<file path="src/u8v_pkg.sv">
// Shared types and constants of the UTF-8 stream validator.
package u8v_pkg;

  // Default limit on string length; offsets saturate at the smaller of this and 16 bits.
  localparam int unsigned MAX_STRING_BYTES_DEF = 65535;
  localparam logic [15:0] OFFSET_MAX = 16'hFFFF;

  localparam int unsigned CODE_W = 21;

  // Lowest code point allowed for 3 and 4 byte sequences.
  localparam logic [CODE_W-1:0] MIN_THREE = 21'h000800;
  localparam logic [CODE_W-1:0] MIN_FOUR  = 21'h010000;
  localparam logic [CODE_W-1:0] CODE_LIMIT = 21'h110000;
  // Surrogates share the upper bits 0xD800 >> 11.
  localparam logic [9:0]        SURR_HI   = 10'h01B;
  localparam logic [CODE_W-1:0] NONCHAR_LO = 21'h00FDD0;
  localparam logic [CODE_W-1:0] NONCHAR_HI = 21'h00FDEF;

  // Range check applied when a sequence completes.
  typedef enum logic [1:0] {
    CLS_NONE  = 2'd0,
    CLS_THREE = 2'd1,
    CLS_FOUR  = 2'd2
  } cls_e;

  typedef struct packed {
    logic [7:0] data_byte;
    logic       final_byte;
  } in_t;

  typedef struct packed {
    logic        is_valid;
    logic [15:0] end_offset;
  } out_t;

  typedef struct packed {
    logic [1:0]        pending;
    logic [CODE_W-1:0] code_value;
    cls_e              min_class;
    logic [15:0]       byte_offset;
    logic [15:0]       lead_offset;
    logic              skipping;
  } state_t;

  localparam state_t STATE_RESET = '{
    pending:     2'd0,
    code_value:  '0,
    min_class:   CLS_NONE,
    byte_offset: 16'd0,
    lead_offset: 16'd0,
    skipping:    1'b0
  };

endpackage

</file>
<file path="src/u8v_step.sv">
// Next-state and result logic for one byte of the UTF-8 stream validator.
module u8v_step #(
  parameter logic [15:0] OffsetCeil = u8v_pkg::OFFSET_MAX
) (
  input  u8v_pkg::state_t state_i,
  input  u8v_pkg::in_t    item_i,
  output u8v_pkg::state_t state_o,
  output logic            res_valid_o,
  output u8v_pkg::out_t   res_o
);

  logic [7:0]                   b;
  logic                         last;
  logic [15:0]                  pos;
  logic [15:0]                  pos_next;
  logic                         fail;
  logic [15:0]                  fail_at;
  u8v_pkg::state_t              st;
  logic [u8v_pkg::CODE_W-1:0]   floor_value;
  logic [u8v_pkg::CODE_W-1:0]   code_new;
  logic                         code_ok;

  assign b    = item_i.data_byte;
  assign last = item_i.final_byte;
  assign pos  = state_i.byte_offset;
  assign pos_next = (pos < OffsetCeil) ? pos + 16'd1 : OffsetCeil;

  // Code point after merging this byte as a continuation byte.
  assign code_new = {state_i.code_value[u8v_pkg::CODE_W-7:0], b[5:0]};

  always_comb begin
    floor_value = (state_i.min_class == u8v_pkg::CLS_FOUR) ? u8v_pkg::MIN_FOUR
                                                           : u8v_pkg::MIN_THREE;
    code_ok = 1'b1;
    if (code_new < floor_value) code_ok = 1'b0;
    if (code_new >= u8v_pkg::CODE_LIMIT) code_ok = 1'b0;
    if (code_new[20:11] == u8v_pkg::SURR_HI) code_ok = 1'b0;
    if (code_new >= u8v_pkg::NONCHAR_LO && code_new <= u8v_pkg::NONCHAR_HI) code_ok = 1'b0;
    if (&code_new[15:1]) code_ok = 1'b0;
  end

  always_comb begin
    st          = state_i;
    fail        = 1'b0;
    fail_at     = 16'd0;
    res_valid_o = 1'b0;
    res_o       = '{is_valid: 1'b0, end_offset: 16'd0};
    state_o     = state_i;

    if (state_i.skipping) begin
      // Drop bytes of a failed string until its end.
      if (b == 8'd0 || last) begin
        state_o = u8v_pkg::STATE_RESET;
      end
    end else if (state_i.pending == 2'd0 && b == 8'd0) begin
      res_valid_o = 1'b1;
      res_o       = '{is_valid: 1'b1, end_offset: pos};
      state_o     = u8v_pkg::STATE_RESET;
    end else begin
      if (state_i.pending == 2'd0) begin
        if (b[7]) begin
          st.lead_offset = pos;
          fail_at        = pos;
          if (b[7:5] == 3'b110) begin
            if (b[4:1] == 4'd0) fail = 1'b1;
            st.pending    = 2'd1;
            st.code_value = {16'd0, b[4:0]};
            st.min_class  = u8v_pkg::CLS_NONE;
          end else if (b[7:4] == 4'b1110) begin
            st.pending    = 2'd2;
            st.code_value = {17'd0, b[3:0]};
            st.min_class  = u8v_pkg::CLS_THREE;
          end else if (b[7:3] == 5'b11110) begin
            st.pending    = 2'd3;
            st.code_value = {18'd0, b[2:0]};
            st.min_class  = u8v_pkg::CLS_FOUR;
          end else begin
            fail = 1'b1;
          end
        end
      end else begin
        fail_at = state_i.lead_offset;
        if (b[7:6] != 2'b10) begin
          fail = 1'b1;
        end else begin
          st.code_value = code_new;
          st.pending    = state_i.pending - 2'd1;
          if (st.pending == 2'd0 && state_i.min_class != u8v_pkg::CLS_NONE && !code_ok) begin
            fail = 1'b1;
          end
        end
      end

      // The string ends in the middle of a sequence.
      if (!fail && last && st.pending != 2'd0) begin
        fail    = 1'b1;
        fail_at = st.lead_offset;
      end

      if (fail) begin
        res_valid_o      = 1'b1;
        res_o            = '{is_valid: 1'b0, end_offset: fail_at};
        state_o          = u8v_pkg::STATE_RESET;
        state_o.skipping = (b != 8'd0) && !last;
      end else if (last) begin
        res_valid_o = 1'b1;
        res_o       = '{is_valid: 1'b1, end_offset: pos_next};
        state_o     = u8v_pkg::STATE_RESET;
      end else begin
        state_o             = st;
        state_o.byte_offset = pos_next;
      end
    end
  end

endmodule

</file>
<file path="src/utf8_stream_validator.sv">
// Top level of the UTF-8 stream validator: input register, byte step, result register.
//
//   channel | direction | handshake               | payload
//   in      | input     | in_valid_i / in_stall_o | in_data_i  (data_byte, final_byte)
//   out     | output    | out_valid_o / out_stall_i | out_data_o (is_valid, end_offset)
//
// One byte is taken per cycle unless in_stall_o is raised; the byte that ends or breaks the
// string passes the input register and then the result register, which offers the result.
// Reset clears the string state and both valid flags.
// A stall on the output holds back the input only when the byte waiting in the input
// register would produce a result; bytes that produce none keep flowing.
module utf8_stream_validator #(
  parameter int unsigned MaxStringBytes = u8v_pkg::MAX_STRING_BYTES_DEF
) (
  input  logic          clk_i,
  input  logic          rst_ni,
  input  logic          in_valid_i,
  output logic          in_stall_o,
  input  u8v_pkg::in_t  in_data_i,
  output logic          out_valid_o,
  input  logic          out_stall_i,
  output u8v_pkg::out_t out_data_o
);

  localparam logic [15:0] OffsetCeil =
    (MaxStringBytes < 32'(u8v_pkg::OFFSET_MAX)) ? MaxStringBytes[15:0] : u8v_pkg::OFFSET_MAX;

  logic            in_valid_q, in_valid_d;
  u8v_pkg::in_t    in_data_q;
  logic            out_valid_q, out_valid_d;
  u8v_pkg::out_t   out_data_q;
  u8v_pkg::state_t state_q, state_d;
  u8v_pkg::state_t step_state;
  logic            step_res_valid;
  u8v_pkg::out_t   step_res;
  logic            out_free;
  logic            proc_en;
  logic            in_xfer;

  u8v_step #(
    .OffsetCeil (OffsetCeil)
  ) u_step (
    .state_i     (state_q),
    .item_i      (in_data_q),
    .state_o     (step_state),
    .res_valid_o (step_res_valid),
    .res_o       (step_res)
  );

  assign out_free   = !out_valid_q || !out_stall_i;
  assign proc_en    = in_valid_q && (!step_res_valid || out_free);
  assign in_stall_o = in_valid_q && !proc_en;
  assign in_xfer    = in_valid_i && !in_stall_o;

  assign in_valid_d  = in_xfer ? 1'b1 : (proc_en ? 1'b0 : in_valid_q);
  assign out_valid_d = (proc_en && step_res_valid) ? 1'b1 : (out_stall_i ? out_valid_q : 1'b0);
  assign state_d     = proc_en ? step_state : state_q;

  always_ff @(posedge clk_i or negedge rst_ni) begin
    if (!rst_ni) begin
      in_valid_q  <= 1'b0;
      out_valid_q <= 1'b0;
      state_q     <= u8v_pkg::STATE_RESET;
    end else begin
      in_valid_q  <= in_valid_d;
      out_valid_q <= out_valid_d;
      state_q     <= state_d;
    end
  end

  always_ff @(posedge clk_i) begin
    if (in_xfer) begin
      in_data_q <= in_data_i;
    end
    if (proc_en && step_res_valid) begin
      out_data_q <= step_res;
    end
  end

  assign out_valid_o = out_valid_q;
  assign out_data_o  = out_data_q;

  // A new result can only come from a byte held in the input register.
  a_result_source: assert property (@(posedge clk_i) disable iff (!rst_ni)
    $rose(out_valid_o) |-> $past(in_valid_q))
    else $error("result appeared without a byte to process");

  // While dropping a failed string no sequence is open.
  a_skip_idle: assert property (@(posedge clk_i) disable iff (!rst_ni)
    state_q.skipping |-> (state_q.pending == 2'd0))
    else $error("open sequence while skipping");

  // An open sequence started at or before the current byte.
  a_lead_order: assert property (@(posedge clk_i) disable iff (!rst_ni)
    (state_q.pending != 2'd0) |-> (state_q.lead_offset <= state_q.byte_offset))
    else $error("lead offset past current offset");

endmodule
</file>
<file path="config.mk">
export PLATFORM = sky130hd
export DESIGN_NAME = utf8_stream_validator
export DESIGN_NICKNAME = d
export VERILOG_FILES = /design/src/u8v_pkg.sv /design/src/u8v_step.sv /design/src/utf8_stream_validator.sv
export SDC_FILE = /design/constraint.sdc
export NUM_CORES = 1
export LEC_CHECK = 0
export BUFFER_PORTS_ARGS = -buffer_cell sky130_fd_sc_hd__buf_2
export CAP_MARGIN = 15
export CORE_MARGIN = 2
export CORE_UTILIZATION = 25
export CTS_CLUSTER_DIAMETER = 40
export CTS_CLUSTER_SIZE = 24
export DETAILED_ROUTE_END_ITERATION = 10
export GPL_TIMING_DRIVEN = 0
export SYNTH_ARGS = -nofsm -noshare
export SYNTH_HDL_FRONTEND = slang
export SYNTH_HIERARCHICAL = 1
export SYNTH_SLANG_ARGS = --single-unit
</file>
<file path="constraint.sdc">
create_clock -name clk_i -period 4.7 [get_ports clk_i]
set_input_delay 0.94 -clock clk_i [delete_from_list [all_inputs] [get_ports clk_i]]
set_output_delay 0.94 -clock clk_i [all_outputs]
set_load 0.005 [all_outputs]
</file>
==> metrics.csv <==
metric,value,unit
Peak supply drop,0.2115,mV
Worst-Margin Slew,0.8384,ns
drt drc,0,
most frequent cells in the layout,"nand2_1 (100), nand4_1 (62), nand2b_1 (58), dfrtp_1 (54)",
Syn Inst Count,738,
endpoints failing hold,0,
vias in the first global route,5553,
Vias/cell,5.590,
share of cells above drive strength 1,14.27,%
core box area,24180,µm²
CTS Root Cell,clkbuf_16,
port bufs,30,
largest net degree at the start of global routing,34,
Die ar.,25730,µm²
Initial Utilization,25.30,%
number of diodes,0,
post-place setup slack,-0.06454,ns
"Avg Cell Area, Syn",8.287,µm²
FP Rows,57,
Tcrit/Tclk final,95.33,%
Fmax,223.2,MHz
post-route setup slack,0.2196,ns
"Net Count, Synth",755,
crit path cell chain,"or4_4, or4_4, a2111oi_4, o31ai_2, and2_4, a31oi_1, clkbuf_4, clkbuf_4, nand2_2, nor2_1, buf_2",
Syn. warnings,6,
I/O pin count,32,
first-pass GRT wire length,32.16,mm
max-slew violation count,0,
CTS buffer count,9,
worst endpoint required time,3.76,ns
H-tree depth,3,
Synth-to-Final Area Change,14.46,%
"Slowest-stage cell, CP",or4_4,
fin area,7000,µm²
GRT Total Usage,15.84,%
CTS max path bufs,2,
Horiz. Die Dim,160.4,µm
Worst Hold Class,reg2reg,
TritonCTS clock tree,done,
Pwr per Cell Area,427.9,nW/µm²
mapped cell area,6116,µm²
GPL Wtd Cong,0.9248,
headroom to the max-slew limit,43.64,%
CP Launch Type,flop,
Setup-failing EPs final,0,
Leak,2.543,nW
Die Span Y,160.4,µm
CP Class,reg2out,
Clock Skew,0.007675,ns
max cap viols,0,
via count,6199,
worst hold stages,2,
TritonRoute pass-1 iters,6,
Detail Placement HPWL,15.19,mm
minimum clock period,4.480,ns
r2r worst-path depth,13,
status,"finished, final reports clean",
clock sink count,80,
gr ovfl total,0,
WL final,20.62,mm
post-DR wirelength/cell,18.59,µm
unrepaired setup endpoints after global routing,no,
setup bufs post-CTS,0,
initial antenna violation count,0,
Area after DPL,6710,µm²
Worst Setup End Kind,output port,
Initial DRC Count,703,
nets@finish,797,
CP max FO,12,
"commonest non-fill, non-tap cell in the layout",nand2_1,
"slowest stage delay, CP",0.56,ns
Arrival @ worst endpoint,3.54,ns
Antenna Nets Post-Route,0,
"Reg clk slew, reported paths",0.07,ns
clk_lat worst skew,0.35,ns
## state kept, by name, indices dropped and copies added (netlist names)
register	cells
in_data_q	9
state_q	52
in_valid_q	1
out_data_o	17
out_valid_o	1
## per-layer routing
metal  global-route usage [%]  part of all wire, %  up-vias
met4                    4.914                  1.9        0
met3                    2.867                  8.6       30
met1                    23.22                   46     3010
li1                         -                    -     2847
met5                    1.136                    0        -
met2                    23.43                   44      312
## worst paths after layout
kind | start | to | slack (ns)
setup / recovery | state_q[48] | in_stall_o | 0.22
hold / removal | state_q[22] | state_q[22] | 0.54
setup reg to reg | state_q[56] | state_q[15] | 0.94
hold reg to reg | state_q[22] | state_q[22] | 0.54
max in group asynchronous | rst_ni | state_q[16] | 3.50
min in group asynchronous | rst_ni | state_q[22] | 0.59
## metrics by stage
stage / setup TNS (ns) / hold WS [ns] / utilization [%] / instances / total power [mW]
final: 0 / 0.5358 / 28.96 / 1109 / 2.995
after global placement: -11.85 / 0.5090 / 27.59 / 1092 / 2.263
after floorplan: 0 / 0.4935 / - / 738 / 1.786
after global routing: 0 / 0.5521 / 28.96 / 1109 / 3.156
after detailed placement: -0.06454 / 0.5213 / 27.75 / 1094 / 2.272
after CTS: 0 / 0.5386 / 28.90 / 1108 / 2.964
## repair_timing
action                     CTS  global route
pin swaps                    0             0
gates resized for setup      3             5
hold buffers                 0             0
setup endpoints to repair    1             1
## worst max-delay path: cells and delay by family (launching register included)
kind	cells	cell delay, ns
AOI/OAI and AO/OA	3	0.65
buffers and inverters	3	0.57
DFF	1	0.42
and+or+nand+nor	5	1.53
## power breakdown
group	internal (mW)	switching (mW)	leakage, nW
clock network	0.366	0.314	0.134
logic	0.397	1.00	1.41
registers	0.821	0.0947	0.998
## layout make-up
cell class / count / area, µm²
fillers: 2604 / 17180
plain buffers: 76 / 372.9
inverters: 24 / 90.09
clock inverters: 6 / 51.30
repair buffers: 33 / 190.2
well taps: 324 / 405.4
flip-flops and latches: 80 / 2132
clock buffers: 10 / 229.0
multi-input cells: 556 / 3530
Note: power is estimated with default switching activity, not from simulation.
